## src/design/dtpd_pkg.sv

```systemverilog
package dtpd_pkg;

    localparam int CHAR_W = 8;
    localparam int ACC_W  = 12;
    localparam int DATE_W = 19;
    localparam int YEAR_W = 10;
    localparam int MON_W  = 4;
    localparam int DAY_W  = 5;

    localparam logic [CHAR_W-1:0] CHAR_END   = 8'h00;
    localparam logic [CHAR_W-1:0] CHAR_QUERY = 8'h3F;
    localparam logic [CHAR_W-1:0] CHAR_ZERO  = 8'h30;
    localparam logic [CHAR_W-1:0] CHAR_NINE  = 8'h39;

    localparam int ACC_MAX   = 4095;
    localparam int YEAR_MIN  = 1501;
    localparam int YEAR_MAX  = 2500;
    localparam int YEAR_BASE = 1500;
    localparam int MONTH_MAX = 12;
    localparam int DAY_MAX   = 31;

    typedef enum logic [1:0] {
        PHASE_YEAR,
        PHASE_MONTH,
        PHASE_DAY,
        PHASE_DONE
    } phase_t;

    typedef struct packed {
        logic              valid;
        logic [DATE_W-1:0] data;
    } result_t;

endpackage

```

## src/design/dtpd_if.sv

```systemverilog
interface dtpd_char_if
    import dtpd_pkg::*;
();
    logic              valid;
    logic              ready;
    logic [CHAR_W-1:0] char_code;

    modport source (output valid, output char_code, input ready);
    modport sink (input valid, input char_code, output ready);
endinterface

interface dtpd_date_if
    import dtpd_pkg::*;
();
    logic              valid;
    logic              ready;
    logic [DATE_W-1:0] packed_date;

    modport source (output valid, output packed_date, input ready);
    modport sink (input valid, input packed_date, output ready);
endinterface

```

## src/design/date_text_to_packed_date.sv

```systemverilog
// date text to packed date
//
// text channel: one character request per cycle; a zero byte ends the string.
// date channel: one 19-bit packed date per zero byte, year-1500 in bits 18:9,
// month in bits 8:5, day in bits 4:0; an invalid field reads as zero.
//
// a character goes into an input register, then the field parser updates its
// state and builds the packed value in a single pass into the result buffer.
// a zero byte is registered in the input register, then in the result buffer.
// throughput is one character per cycle while the result buffer is not full.
//
// reset clears the field state and empties both buffers; the first string
// starts fresh. the result buffer holds two dates, so a stalled receiver
// stops the text channel only once a second date is waiting.
module date_text_to_packed_date
    import dtpd_pkg::*;
(
    input  logic        clk,
    input  logic        rst_n,
    dtpd_char_if.sink   text,
    dtpd_date_if.source date
);

    logic              char_valid_reg, char_valid_next;
    logic [CHAR_W-1:0] char_reg, char_next;
    logic              full;
    logic              advance;
    logic              take;
    result_t           res;

    assign advance    = char_valid_reg && !full;
    assign text.ready = !char_valid_reg || !full;
    assign take       = text.valid && text.ready;

    always_ff @(posedge clk or negedge rst_n)
    begin
        if (!rst_n)
            char_valid_reg <= 1'b0;
        else
            char_valid_reg <= char_valid_next;
    end

    always_ff @(posedge clk)
    begin
        char_reg <= char_next;
    end

    always_comb
    begin
        char_next       = take ? text.char_code : char_reg;
        char_valid_next = take ? 1'b1 : (advance ? 1'b0 : char_valid_reg);
    end

    dtpd_field_parser u_parser (
        .clk       (clk),
        .rst_n     (rst_n),
        .step      (advance),
        .char_code (char_reg),
        .res       (res)
    );

    dtpd_out_buffer u_out (
        .clk   (clk),
        .rst_n (rst_n),
        .res   (res),
        .date  (date),
        .full  (full)
    );

endmodule

```

## src/design/dtpd_field_parser.sv

```systemverilog
module dtpd_field_parser
    import dtpd_pkg::*;
(
    input  logic              clk,
    input  logic              rst_n,
    input  logic              step,
    input  logic [CHAR_W-1:0] char_code,
    output result_t           res
);

    phase_t             phase_reg, phase_next;
    logic [ACC_W-1:0]   acc_reg, acc_next;
    logic [ACC_W-1:0]   year_reg, year_next;
    logic [ACC_W-1:0]   month_reg, month_next;
    logic [ACC_W-1:0]   day_reg, day_next;

    logic               char_numeric;
    logic [3:0]         digit;
    logic [15:0]        acc_wide;
    logic [ACC_W-1:0]   acc_sat;
    logic [ACC_W-1:0]   year_fin, month_fin, day_fin;
    logic [YEAR_W-1:0]  year_field;
    logic [MON_W-1:0]   month_field;
    logic [DAY_W-1:0]   day_field;

    always_ff @(posedge clk or negedge rst_n)
    begin
        if (!rst_n)
        begin
            phase_reg <= PHASE_YEAR;
            acc_reg   <= '0;
            year_reg  <= '0;
            month_reg <= '0;
            day_reg   <= '0;
        end
        else
        begin
            phase_reg <= phase_next;
            acc_reg   <= acc_next;
            year_reg  <= year_next;
            month_reg <= month_next;
            day_reg   <= day_next;
        end
    end

    // digit classification, '?' reads as zero
    always_comb
    begin
        char_numeric = (char_code == CHAR_QUERY) ||
                       ((char_code >= CHAR_ZERO) && (char_code <= CHAR_NINE));
        digit    = (char_code == CHAR_QUERY) ? 4'd0 : 4'(char_code - CHAR_ZERO);
        acc_wide = ({4'd0, acc_reg} << 3) + ({4'd0, acc_reg} << 1) + {12'd0, digit};
        acc_sat  = (acc_wide > 16'(ACC_MAX)) ? ACC_W'(ACC_MAX) : acc_wide[ACC_W-1:0];
    end

    // open field takes the accumulator at end of string
    always_comb
    begin
        year_fin  = (phase_reg == PHASE_YEAR)  ? acc_reg : year_reg;
        month_fin = (phase_reg == PHASE_MONTH) ? acc_reg : month_reg;
        day_fin   = (phase_reg == PHASE_DAY)   ? acc_reg : day_reg;

        if ((year_fin >= ACC_W'(YEAR_MIN)) && (year_fin <= ACC_W'(YEAR_MAX)))
            year_field = YEAR_W'(year_fin - ACC_W'(YEAR_BASE));
        else
            year_field = '0;

        if ((month_fin >= ACC_W'(1)) && (month_fin <= ACC_W'(MONTH_MAX)))
            month_field = month_fin[MON_W-1:0];
        else
            month_field = '0;

        if ((day_fin >= ACC_W'(1)) && (day_fin <= ACC_W'(DAY_MAX)))
            day_field = day_fin[DAY_W-1:0];
        else
            day_field = '0;

        res.data  = {year_field, month_field, day_field};
        res.valid = step && (char_code == CHAR_END);
    end

    always_comb
    begin
        phase_next = phase_reg;
        acc_next   = acc_reg;
        year_next  = year_reg;
        month_next = month_reg;
        day_next   = day_reg;

        if (step)
        begin
            if (char_code == CHAR_END)
            begin
                phase_next = PHASE_YEAR;
                acc_next   = '0;
                year_next  = '0;
                month_next = '0;
                day_next   = '0;
            end
            else if (phase_reg != PHASE_DONE)
            begin
                if (char_numeric)
                    acc_next = acc_sat;
                else
                begin
                    unique case (phase_reg)
                        PHASE_YEAR:
                        begin
                            year_next  = acc_reg;
                            acc_next   = '0;
                            phase_next = PHASE_MONTH;
                        end
                        PHASE_MONTH:
                        begin
                            month_next = acc_reg;
                            acc_next   = '0;
                            phase_next = PHASE_DAY;
                        end
                        PHASE_DAY:
                        begin
                            day_next   = acc_reg;
                            phase_next = PHASE_DONE;
                        end
                        default:
                        begin
                            phase_next = phase_reg;
                        end
                    endcase
                end
            end
        end
    end

endmodule

```

## src/design/dtpd_out_buffer.sv

```systemverilog
module dtpd_out_buffer
    import dtpd_pkg::*;
(
    input  logic              clk,
    input  logic              rst_n,
    input  result_t           res,
    dtpd_date_if.source       date,
    output logic              full
);

    logic              valid_reg, valid_next;
    logic [DATE_W-1:0] data_reg, data_next;
    logic              skid_valid_reg, skid_valid_next;
    logic [DATE_W-1:0] skid_reg, skid_next;
    logic              pop;

    always_ff @(posedge clk or negedge rst_n)
    begin
        if (!rst_n)
        begin
            valid_reg      <= 1'b0;
            skid_valid_reg <= 1'b0;
        end
        else
        begin
            valid_reg      <= valid_next;
            skid_valid_reg <= skid_valid_next;
        end
    end

    always_ff @(posedge clk)
    begin
        data_reg <= data_next;
        skid_reg <= skid_next;
    end

    always_comb
    begin
        pop             = valid_reg && date.ready;
        valid_next      = valid_reg;
        data_next       = data_reg;
        skid_valid_next = skid_valid_reg;
        skid_next       = skid_reg;

        if (skid_valid_reg)
        begin
            // no new request can arrive while the skid slot is occupied
            if (pop)
            begin
                data_next       = skid_reg;
                skid_valid_next = 1'b0;
            end
        end
        else if (res.valid)
        begin
            if (!valid_reg || pop)
            begin
                data_next  = res.data;
                valid_next = 1'b1;
            end
            else
            begin
                skid_next       = res.data;
                skid_valid_next = 1'b1;
            end
        end
        else if (pop)
            valid_next = 1'b0;
    end

    assign date.valid       = valid_reg;
    assign date.packed_date = data_reg;
    assign full             = skid_valid_reg;

endmodule

```

## src/flat_wrapper.sv

```systemverilog
// flat-port wrapper written by rule: the top's interface ports become plain ports
module date_text_to_packed_date_flat import dtpd_pkg::*;
  (clk, rst_n, text_valid, text_char_code, text_ready, date_valid, date_packed_date, date_ready);
  dtpd_char_if text_i ();
  dtpd_date_if date_i ();
  input  logic clk;
  input  logic rst_n;
  input wire logic [$bits(text_i.valid)-1:0] text_valid;
  input wire logic [$bits(text_i.char_code)-1:0] text_char_code;
  output wire logic [$bits(text_i.ready)-1:0] text_ready;
  output wire logic [$bits(date_i.valid)-1:0] date_valid;
  output wire logic [$bits(date_i.packed_date)-1:0] date_packed_date;
  input wire logic [$bits(date_i.ready)-1:0] date_ready;
  assign text_i.valid = text_valid;
  assign text_i.char_code = text_char_code;
  assign text_ready = text_i.ready;
  assign date_valid = date_i.valid;
  assign date_packed_date = date_i.packed_date;
  assign date_i.ready = date_ready;
  date_text_to_packed_date u_core (.clk(clk), .rst_n(rst_n), .text(text_i), .date(date_i));
endmodule
```

## config.mk

```make
export PLATFORM = sky130hd
export DESIGN_NAME = date_text_to_packed_date_flat
export DESIGN_NICKNAME = d
export VERILOG_FILES = /design/src/design/dtpd_pkg.sv /design/src/design/dtpd_if.sv /design/src/design/date_text_to_packed_date.sv /design/src/design/dtpd_field_parser.sv /design/src/design/dtpd_out_buffer.sv /design/src/flat_wrapper.sv
export SDC_FILE = /design/constraint.sdc
export NUM_CORES = 1
export LEC_CHECK = 0
export ABC_AREA = 1
export BUFFER_PORTS_ARGS = -buffer_cell sky130_fd_sc_hd__buf_2
export CAP_MARGIN = 10
export CORE_MARGIN = 5
export CORE_UTILIZATION = 30
export DETAILED_ROUTE_END_ITERATION = 6
export GPL_ROUTABILITY_DRIVEN = 0
export SLEW_MARGIN = 25
export SYNTH_ARGS = -nofsm -noshare
export SYNTH_HDL_FRONTEND = slang
export SYNTH_HIERARCHICAL = 1
export SYNTH_SLANG_ARGS = --single-unit
```

## constraint.sdc

```tcl
create_clock -name clk -period 6.1 [get_ports clk]
set_clock_uncertainty 0.1 [all_clocks]
set_input_delay 0 -clock clk [delete_from_list [all_inputs] [get_ports clk]]
set_output_delay 0 -clock clk [all_outputs]
set_load 0.02 [all_outputs]
```

==> results of run 1 <==
## worst max-delay path by stage
stage / from / to / slack (ns) / cells after the start
global placement: u_core/char_reg[7] / u_core/u_parser/acc_reg[11] / 2.81 / 16
floorplan: u_core/char_reg[7] / u_core/u_parser/acc_reg[11] / 3.19 / 17
CTS: u_core/char_reg[7] / u_core/u_parser/acc_reg[3] / 2.71 / 16
detailed placement: u_core/char_reg[7] / u_core/u_parser/acc_reg[1] / 2.74 / 16
global route: u_core/char_reg[7] / u_core/u_parser/acc_reg[11] / 2.35 / 16
finish: u_core/char_reg[7] / u_core/u_parser/acc_reg[1] / 2.71 / 16
## cells by family (layout without fill, tap and decap cells)
kind of cell,Yosys count,after routing,share of synthesized area
and+or+nand+nor,328,328,0.240
AOI/OAI and AO/OA,106,106,0.119
DFF,99,99,0.468
buffers and inverters,97,134,0.0820
adders and majority gates,33,33,0.0740
xor gates and xnor gates,11,11,0.0167
## metrics by stage
stage / hold WS (ns) / instance area (um2) / setup WS, ns / utilization
global route: 0.243 / 6480 / 2.35 / 0.344
detailed placement: 0.0681 / 6090 / 2.74 / 0.323
global placement: 0.0767 / 6090 / 2.81 / 0.323
CTS: 0.210 / 6480 / 2.71 / 0.344
finish: 0.207 / 6480 / 2.71 / 0.344
floorplan: -0.396 / 5780 / 3.19 / -
## worst register-to-register path, delay by kind of cell, from the launching register on
kind	cells	cell delay, ns
adders and majority gates	2	1.00
DFF	1	0.36
and+or+nand+nor	14	1.83
## cell usage after synthesis, types with 3 or more instances
| cell type | n |
|---|---|
| o21ai_1 | 6 |
| nor2_1 | 39 |
| edfxtp_1 | 46 |
| nand2_1 | 227 |
| nand4_1 | 5 |
| inv_1 | 66 |
| inv_2 | 5 |
| xnor2_1 | 5 |
| buf_2 | 7 |
| nand2_2 | 3 |
| xor2_1 | 6 |
| a21oi_1 | 19 |
| ha_1 | 31 |
| o31ai_1 | 22 |
| nand3_1 | 36 |
| buf_6 | 11 |
| o21ai_0 | 37 |
| buf_4 | 5 |
| dfrtp_1 | 53 |
| o31ai_2 | 3 |
| o21ai_2 | 9 |
| and2_1 | 4 |
## power by group
group	internal, W	total, W	switching (W)
Sequential	0.000810	0.000857	0.0000471
Clock	0.000288	0.000534	0.000246
Combinational	0.000279	0.000785	0.000506
Total	0.00138	0.00218	0.000799
## cell type report
class	instances	area, um2
Fill cell	1959	12400
Tap cell	260	325
Timing Repair Buffer	46	293
Clock inverter	6	40.0
Multi-Input combinational cell	478	2600
Clock buffer	10	239
Sequential cell	99	2710
Inverter	72	270
## layer usage
metal  vias to the layer above  share of wire
li1                       2287              -
met1                      1987           0.49
met2                        95           0.45
met3                        15          0.041
met4                         0          0.021
met5                         -              0
==> run summary, run 1 <==
Outcome - finished, final reports clean
Total power - 0.00218 W
Clock transition at the registers of the reported paths - 0.06 ns
Floorplan row count - 50
Routed Antenna Nets - 0
Die Area - 22200 um2
Worst vdd ir - 0.228 mV
Met3 Resource Use GR - 0.0252
Slew @ Worst Pin - 0.934 ns
Worst path cell trace - nor2_1 > nand3_1 > nor2_1 > nor2_1 > fa_1 > fa_1 > nand3_1 > nand3_1 > nand3_1 > nand3_1 > nand2_1 > nand2_1 > nor2_2 > nand3_1 > nand2_1 > nand2_1
GR peak layer - met2
R2r setup slk - 2.71 ns
Final setup vio count - 0
CTS buffer count - 9
Syn nets - 719
Setup Crit Path Kind - reg2reg
Dpl cells - 944
DR WL/cell - 12.2 um
Post-CTS Setup Bufs - 0
Die Span Y - 149 um
Seq/Total Area, Yosys - 0.468
Iter 0 DRT Violations - 268
Mapped cell area - 5780 um2
GR Util met2 - 0.181
Die X - 149 um
CP required - 6.24 ns
Top cell by count, worst path - nand3_1
Post-synth ARST share - 0.535
Vias in the first global route - 4200
Congestion Overflow GR - 0
Cell count after synthesis - 674
Hold crit path type - in2async
Critical path's slowest cell - fa_1
TritonCTS clock tree - done
PD cells - 336 nW/um2
Detailed Route WL - 11.9 mm
Initial antenna violation count - 0
Area growth, synth to finish - 12.0%
Slew HR - 0.377
Crit path largest cell delay - 0.50 ns
# DRC - 0
Synth Flop Type - dfrtp_1
Met1 usage - 0.148
Layout cells sized above 1 - 0.121
Period utilization - 0.556
Ports - 33
Ant diodes - 0
Root Buffer - clkbuf_16
Fmax - 295 MHz
PortBufs - 32
Ys Warns - 6
Flops & latches, synth - 99
Slew Viols, Final - 0
RSZ-0062 raised after global routing - false
# H-tree levels - 3
Max Cap Viol - 0
Largest net degree at the start of global routing - 54
Final #Nets - 751
Main area contributors after synthesis - edfxtp_1, dfrtp_1, nand2_1
Layout Cells excl Fill - 971
Hold Vio Cnt, Final - 0
Post-synth EDFFs - 46
Synth unique cells - 44
Overall Global Routing Usage - 0.112
CP Max Fanout - 12
CP Data Arrival Time - 3.53 ns
Vias per cell - 4.51
Type of origin of the critical path - flop
Top-area cell type share of the netlist area - 0.239
Synth area leader - edfxtp_1
DP Wirelength - 8.29 mm
Clock tree sinks - 99
Clk buf depth - 2
Leakage - 2.99 nW
Critical R2R Capture - u_core/u_parser/acc_reg[1]
Resize count post-CTS - 0
Critical path's top delay family - simple AND/OR/NAND/NOR gates
Setup TNS - 0 ns
Crit path time final - 3.39 ns
Clk Latency, worst-skew pair - 0.35 ns
Buf/Inv on CP - 0
RR Startpoint - u_core/char_reg[7]
CTS Hold Bufs - 11
Routed via count - 4384
First-pass GRT wire length - 20.2 mm
Core area - 18800 um2
Worst reg-to-reg path cell count - 16
Commonest non-fill, non-tap cell in the layout - nand2_1
Starting density of the core - 0.307
Drt pass-1 iters - 5
Commonest non-fill, non-tap cells in the layout - nand2_1, inv_1, dfrtp_1, edfxtp_1, nor2_1
Mean area per synthesized cell - 8.58 um2
Kind of end point of the critical path - flop
Power figures use the tool's default switching activity.
==> run 2: changes to the inputs <==
Clock period 6.1 ns to 3.1 ns, I/O delays scaled along.
==> run 2 against run 1 <==
Total power grew 100%. Routed wire length grew 3.7%. Non-clock buffer count grew 18. Cell count grew 1.9%. Register-to-register slack lost 2.6 ns. Sequential share of layout area shrank 1.3 points. Design area grew 3.3%. Fmax grew 15%. Hold slack gained 0.010 ns. Sequential power grew 97%. Combinational power grew 100%. Largest power group unchanged.
==> run summary, run 2 (synthesis results as in run 1) <==
Hold crit path type - in2async (unchanged)
# DRC - 0 (unchanged)
Routed Antenna Nets - 0 (unchanged)
Filler cells - 1950 (was 1959)
Clk Latency, worst-skew pair - 0.35 ns (about the same)
Layout Cells excl Fill - 989 (was 971)
Commonest non-fill, non-tap cell in the layout - nand2_1 (unchanged)
Period utilization - 0.950 (was 0.556)
PD cells - 650 nW/um2 (was 336 nW/um2)
Critical path's slowest cell - fa_1 (unchanged)
Critical path's top delay family - simple AND/OR/NAND/NOR gates (unchanged)
Ports - 33 (unchanged)
Drt pass-1 iters - 5 (unchanged)
Core area - 18800 um2 (unchanged)
First-pass GRT wire length - 20.9 mm (was 20.2 mm)
Slew Viols, Final - 0 (unchanged)
Setup TNS - 0 ns (unchanged)
CTS buffer count - 9 (unchanged)
Slew @ Worst Pin - 0.885 ns (was 0.934 ns)
PortBufs - 32 (unchanged)
TritonCTS clock tree - done (unchanged)
CP required - 3.24 ns (was 6.24 ns)
Top cell by count, worst path - nand2_1 (was nand3_1)
Worst vdd ir - 0.359 mV (was 0.228 mV)
Outcome - finished, final reports clean (unchanged)
Kind of end point of the critical path - flop (unchanged)
DP Wirelength - 8.53 mm (was 8.29 mm)
Commonest non-fill, non-tap cells in the layout - nand2_1, inv_1, dfrtp_1, edfxtp_1 (was nand2_1, inv_1, dfrtp_1, edfxtp_1, nor2_1)
Congestion Overflow GR - 0 (unchanged)
Final setup vio count - 0 (unchanged)
Layout cells sized above 1 - 0.154 (was 0.121)
Vias in the first global route - 4253 (was 4200)
Crit path largest cell delay - 0.52 ns (was 0.50 ns)
Clk buf depth - 2 (unchanged)
Post-DP Area - 6180 um2 (was 6090 um2)
Iter 0 DRT Violations - 283 (was 268)
Starting density of the core - 0.307 (unchanged)
Die Area - 22200 um2 (unchanged)
Die X - 149 um (unchanged)
Crit path time final - 2.94 ns (was 3.39 ns)
Max Cap Viol - 0 (unchanged)
Setup Crit Path Kind - reg2reg (unchanged)
Clock transition at the registers of the reported paths - 0.07 ns (was 0.06 ns)
Setup WS pre-CTS - 0.0389 ns (was 2.74 ns)
Worst Slack Setup Final - 0.155 ns (was 2.71 ns)
Detailed Route WL - 12.3 mm (was 11.9 mm)
Buf/Inv on CP - 2 (was 0)
CP Data Arrival Time - 3.09 ns (was 3.53 ns)
# H-tree levels - 3 (unchanged)
DR WL/cell - 12.4 um (was 12.2 um)
Routed via count - 4494 (was 4384)
Root Buffer - clkbuf_16 (unchanged)
Clock tree sinks - 99 (unchanged)
Leakage - 3.07 nW (was 2.99 nW)
Area growth, synth to finish - 15.7% (was 12.0%)
Ant diodes - 0 (unchanged)
Die Span Y - 149 um (unchanged)
Worst path cell trace - nor2_2 > nand3_2 > nor2_4 > nor2_1 > fa_1 > fa_2 > buf_4 > nand3_1 > nand3_1 > nand2_1 > nand2_1 > nor2_4 > buf_4 > nand3_1 > nand2_1 > nand2_1 (was nor2_1 > nand3_1 > nor2_1 > nor2_1 > fa_1 > fa_1 > nand3_1 > nand3_1 > nand3_1 > nand3_1 > nand2_1 > nand2_1 > nor2_2 > nand3_1 > nand2_1 > nand2_1)
Fmax - 340 MHz (was 295 MHz)
Hold Vio Cnt, Final - 0 (unchanged)
Slew HR - 0.410 (was 0.377)
Vias per cell - 4.54 (was 4.51)
Initial antenna violation count - 0 (unchanged)
CP Max Fanout - 6 (was 12)
Fin area - 6690 um2 (was 6480 um2)
Overall Global Routing Usage - 0.116 (was 0.112)
Final #Nets - 769 (was 751)
Largest net degree at the start of global routing - 53 (was 54)
Type of origin of the critical path - flop (unchanged)
Dpl cells - 957 (was 944)
Floorplan row count - 50 (unchanged)
-- run 2: cell count changes in the layout (fill, tap and decap cells not counted), moves of 3 or more --
| cell | delta |
|---|---|
| buf_4 | +15 |
| buf_6 | +3 |
| nand3_1 | -4 |
| nand3_2 | +4 |
| nor2_4 | +3 |
-- run 2: layout make-up --
cell class                 count  area, um2  share of cell area
inverter                      72        270              0.0404
clock inverter                 6       56.3             0.00841
multi-input combinational    478       2660               0.398
clock buffer                  10        229              0.0342
sequential                    99       2710               0.405
timing repair buffer          64        439              0.0656
tap                          260        325              0.0486
-- run 2: path summary, 6_finish.rpt --
kind | from | endpoint | slack, ns | depth (start not counted)
min | rst_n | u_core/u_parser/day_reg[7] | 0.22 | 2
max | u_core/char_reg[6] | u_core/u_parser/acc_reg[9] | 0.16 | 16
max in group asynchronous | rst_n | u_core/u_parser/month_reg[3] | 2.01 | 3
min in group clk | text_char_code[6] | u_core/char_reg[6] | 0.26 | 2
max reg2reg | u_core/char_reg[6] | u_core/u_parser/acc_reg[9] | 0.16 | 16
min reg2reg | u_core/u_parser/day_reg[5] | u_core/u_parser/day_reg[5] | 0.38 | 2
-- run 2: routing by layer --
layer	GRT usage	vias to the layer above	routed length, um
li1	-	2320	-
met1	0.158	2072	5900
met2	0.181	86	5660
met3	0.0289	16	490
met4	0.0398	0	242
met5	0	-	0
-- run 2: repair_timing --
action | 4_1_cts | 5_1_grt
buffers inserted | 0 | 3
endpoints found under the hold margin | 48 | 0
hold buffers | 11 | 0
gates resized for setup | 0 | 20
setup endpoints to repair | 0 | 12
-- run 2: per-stage QoR --
stage | util | hold WS, ns | total power (W)
global placement | 0.328 | 0.0765 | 0.00325
floorplan | - | -0.396 | 0.00303
CTS | 0.349 | 0.233 | 0.00439
finish | 0.355 | 0.218 | 0.00435
global route | 0.355 | 0.256 | 0.00469
detailed placement | 0.328 | 0.0727 | 0.00326
-- run 2: worst reg2reg max path: stages, from the launching register on --
cell      delay [ns]
edfxtp_1        0.39
nor2_2          0.17
nand3_2         0.13
nor2_4          0.12
nor2_1          0.07
fa_1            0.52
fa_2            0.40
buf_4           0.15
nand3_1         0.09
nand3_1         0.08
nand2_1         0.07
nand2_1         0.08
nor2_4          0.12
buf_4           0.16
nand3_1         0.08
nand2_1         0.07
nand2_1         0.05
-- run 2: power breakdown --
part | internal [W] | switching, W
Clock | 0.000617 | 0.000471
Combinational | 0.000577 | 0.000998
Sequential | 0.00159 | 0.0000947
==> run 3: changes to the inputs <==
Clock period 3.1 ns to 2.65 ns, I/O delays scaled along.
==> run 3 against run 2 <==
The run now ends with setup timing left. Design area up 3.8%. Register-to-register slack worse by 0.29 ns. Critical path depth rose by 1. Flip-flop and latch count is the same. Non-clock buffer count grew 13. Total power up 21%. Largest cell class is now multi-input combinational cells. Largest power group is now combinational logic.
==> run summary, run 3 (synthesis results as in run 1) <==
DR WL/cell - 12.4 um (about the same)
Slew HR - 0.546 (was 0.410)
CTS buffer count - 9 (unchanged)
Top cell by count, worst path - nand3_2 (was nand2_1)
Final setup vio count - 12 (was 0)
Ant diodes - 0 (unchanged)
Largest net degree at the start of global routing - 53 (unchanged)
Die X - 149 um (unchanged)
CP Data Arrival Time - 2.93 ns (was 3.09 ns)
TritonCTS clock tree - done (unchanged)
Clock transition at the registers of the reported paths - 0.07 ns (about the same)
Failing checks - setup timing
Hold crit path type - in2async (unchanged)
Outcome - complete, but fails checks (was finished, final reports clean)
Period utilization - 1.05 (was 0.950)
First-pass GRT wire length - 21.1 mm (was 20.9 mm)
Filler cells - 1865 (was 1950)
Clock tree sinks - 99 (unchanged)
CP Max Fanout - 6 (unchanged)
DP Wirelength - 8.91 mm (was 8.53 mm)
Root Buffer - clkbuf_16 (unchanged)
Leakage - 3.18 nW (was 3.07 nW)
Starting density of the core - 0.307 (unchanged)
Slew Viols, Final - 0 (unchanged)
# H-tree levels - 3 (unchanged)
Floorplan row count - 50 (unchanged)
Commonest non-fill, non-tap cells in the layout - nand2_1, inv_1, dfrtp_1, edfxtp_1, o21ai_0 (was nand2_1, inv_1, dfrtp_1, edfxtp_1)
Met1 usage - 0.155 (was 0.158)
RR Startpoint - u_core/char_reg[6] (unchanged)
PortBufs - 32 (unchanged)
NetSw - 0.00192 W (was 0.00156 W)
Kind of end point of the critical path - flop (unchanged)
Post-DP Area - 6360 um2 (was 6180 um2)
Die Span Y - 149 um (unchanged)
Fin area - 6940 um2 (was 6690 um2)
Routed via count - 4519 (was 4494)
Vias in the first global route - 4350 (was 4253)
Overall Global Routing Usage - 0.116 (about the same)
Detailed Route WL - 12.5 mm (was 12.3 mm)
Worst Slack Setup Final - -0.139 ns (was 0.155 ns)
Worst path cell trace - nor2_2 > nand3_2 > nor2_4 > nor2_2 > fa_2 > fa_2 > nand3_2 > nand3_2 > nand3_2 > nand3_2 > nand2_2 > nand2_2 > nor2_4 > clkbuf_16 > nand3_1 > nand2_1 > nand2_1 (was nor2_2 > nand3_2 > nor2_4 > nor2_1 > fa_1 > fa_2 > buf_4 > nand3_1 > nand3_1 > nand2_1 > nand2_1 > nor2_4 > buf_4 > nand3_1 > nand2_1 > nand2_1)
Die Area - 22200 um2 (unchanged)
Layout cells sized above 1 - 0.202 (was 0.154)
Iter 0 DRT Violations - 234 (was 283)
CP required - 2.79 ns (was 3.24 ns)
Critical path's slowest cell - fa_2 (was fa_1)
Crit path largest cell delay - 0.46 ns (was 0.52 ns)
Clk buf depth - 2 (unchanged)
Vias per cell - 4.51 (was 4.54)
Commonest non-fill, non-tap cell in the layout - nand2_1 (unchanged)
Worst vdd ir - 0.479 mV (was 0.359 mV)
Max Cap Viol - 0 (unchanged)
Initial antenna violation count - 0 (unchanged)
Final #Nets - 782 (was 769)
Int Pwr - 0.00335 W (was 0.00279 W)
Critical Path Start - u_core/char_reg[6] (unchanged)
Final Util - 0.369 (was 0.355)
GR peak layer - met2 (unchanged)
Congestion Overflow GR - 0 (unchanged)
PD cells - 759 nW/um2 (was 650 nW/um2)
Crit path time final - 2.79 ns (was 2.94 ns)
Total power - 0.00527 W (was 0.00435 W)
Clk Latency, worst-skew pair - 0.35 ns (about the same)
Sequential power share - 0.374 (was 0.388)
GR Util met2 - 0.190 (was 0.181)
Fmax - 359 MHz (was 340 MHz)
Hold Vio Cnt, Final - 0 (unchanged)
Core area - 18800 um2 (unchanged)
Slew @ Worst Pin - 0.681 ns (was 0.885 ns)
Drt pass-1 iters - 5 (unchanged)
# DRC - 0 (unchanged)
Sw Ratio - 0.365 (was 0.359)
Setup Crit Path Kind - reg2reg (unchanged)
Type of origin of the critical path - flop (unchanged)
Routed Antenna Nets - 0 (unchanged)
Met3 Resource Use GR - 0.0310 (was 0.0289)
Clock share of power - 0.248 (was 0.250)
Ports - 33 (unchanged)
Area growth, synth to finish - 20.1% (was 15.7%)
Power share of the combinational group - 0.378 (was 0.362)
RSZ-0062 raised after global routing - true
==> run 3: cell types whose count changed in the layout (fill, tap and decap cells not counted), sizes merged <==
cell	previous run	this run
inv	71	72
buf	53	65
==> run 3: worst paths after layout <==
path | end | slack, ns | cells past startpoint
max | u_core/u_parser/acc_reg[1] | -0.14 | 17
min | u_core/u_parser/year_reg[2] | 0.05 | 2
max reg2reg | u_core/u_parser/acc_reg[1] | -0.14 | 17
min reg2reg | u_core/u_parser/day_reg[3] | 0.38 | 2
max in group asynchronous | u_core/u_parser/month_reg[10] | 1.76 | 3
min in group clk | u_core/char_reg[1] | 0.26 | 2
==> run 3: critical path, delay by kind of cell (launching register included) <==
family / cells / cell delay (ns)
buffers and inverters: 1 / 0.17
adders and majority gates: 2 / 0.84
DFF: 1 / 0.37
and+or+nand+nor: 14 / 1.19
==> run 3: area by class of cell <==
cell class                 instances  area (um2)  share of cell area
sequential                        99        2710               0.390
tap                              260         325              0.0468
multi-input combinational        478        2760               0.398
timing repair buffer              77         584              0.0841
inverter                          72         270              0.0389
clock buffer                       9         225              0.0324
clock inverter                     7        67.6             0.00973
==> run 3: repair_timing <==
action                                  in CTS  in global routing
hold buffers                                11                  0
gates resized for setup                      4                 26
setup buffers                                1                  2
gates cloned                                 0                  1
pin swaps                                    0                  3
endpoints found under the hold margin       64                  0
endpoints found under the setup margin      12                 27
==> run 3: metal layers <==
metal | up-vias | wire length, um
li1 | 2345 | -
met1 | 2075 | 5970
met2 | 88 | 5750
met3 | 11 | 618
met4 | 0 | 131
met5 | - | 0
==> run 3: power by group through the flow <==
stage / clock network, W / registers, W / logic [W]
after global placement: 0 / 0.00200 / 0.00187
after floorplan: 0 / 0.00198 / 0.00157
final: 0.00131 / 0.00197 / 0.00199
after global routing: 0.00141 / 0.00200 / 0.00227
after detailed placement: 0 / 0.00200 / 0.00189
after CTS: 0.00134 / 0.00197 / 0.00192
==> run 3: metrics by stage <==
step	hold slack [ns]	worst slack, ns	setup TNS [ns]	std cells
2_1_floorplan	-0.396	-0.0814	-0.813	674
3_3_place_gp	-0.102	-0.183	-2.09	971
3_5_place_dp	-0.108	-0.208	-2.42	971
4_1_cts	0.0498	-0.171	-1.97	999
5_1_grt	0.0886	-0.311	-3.64	1002
6_report	0.0478	-0.139	-1.30	1002
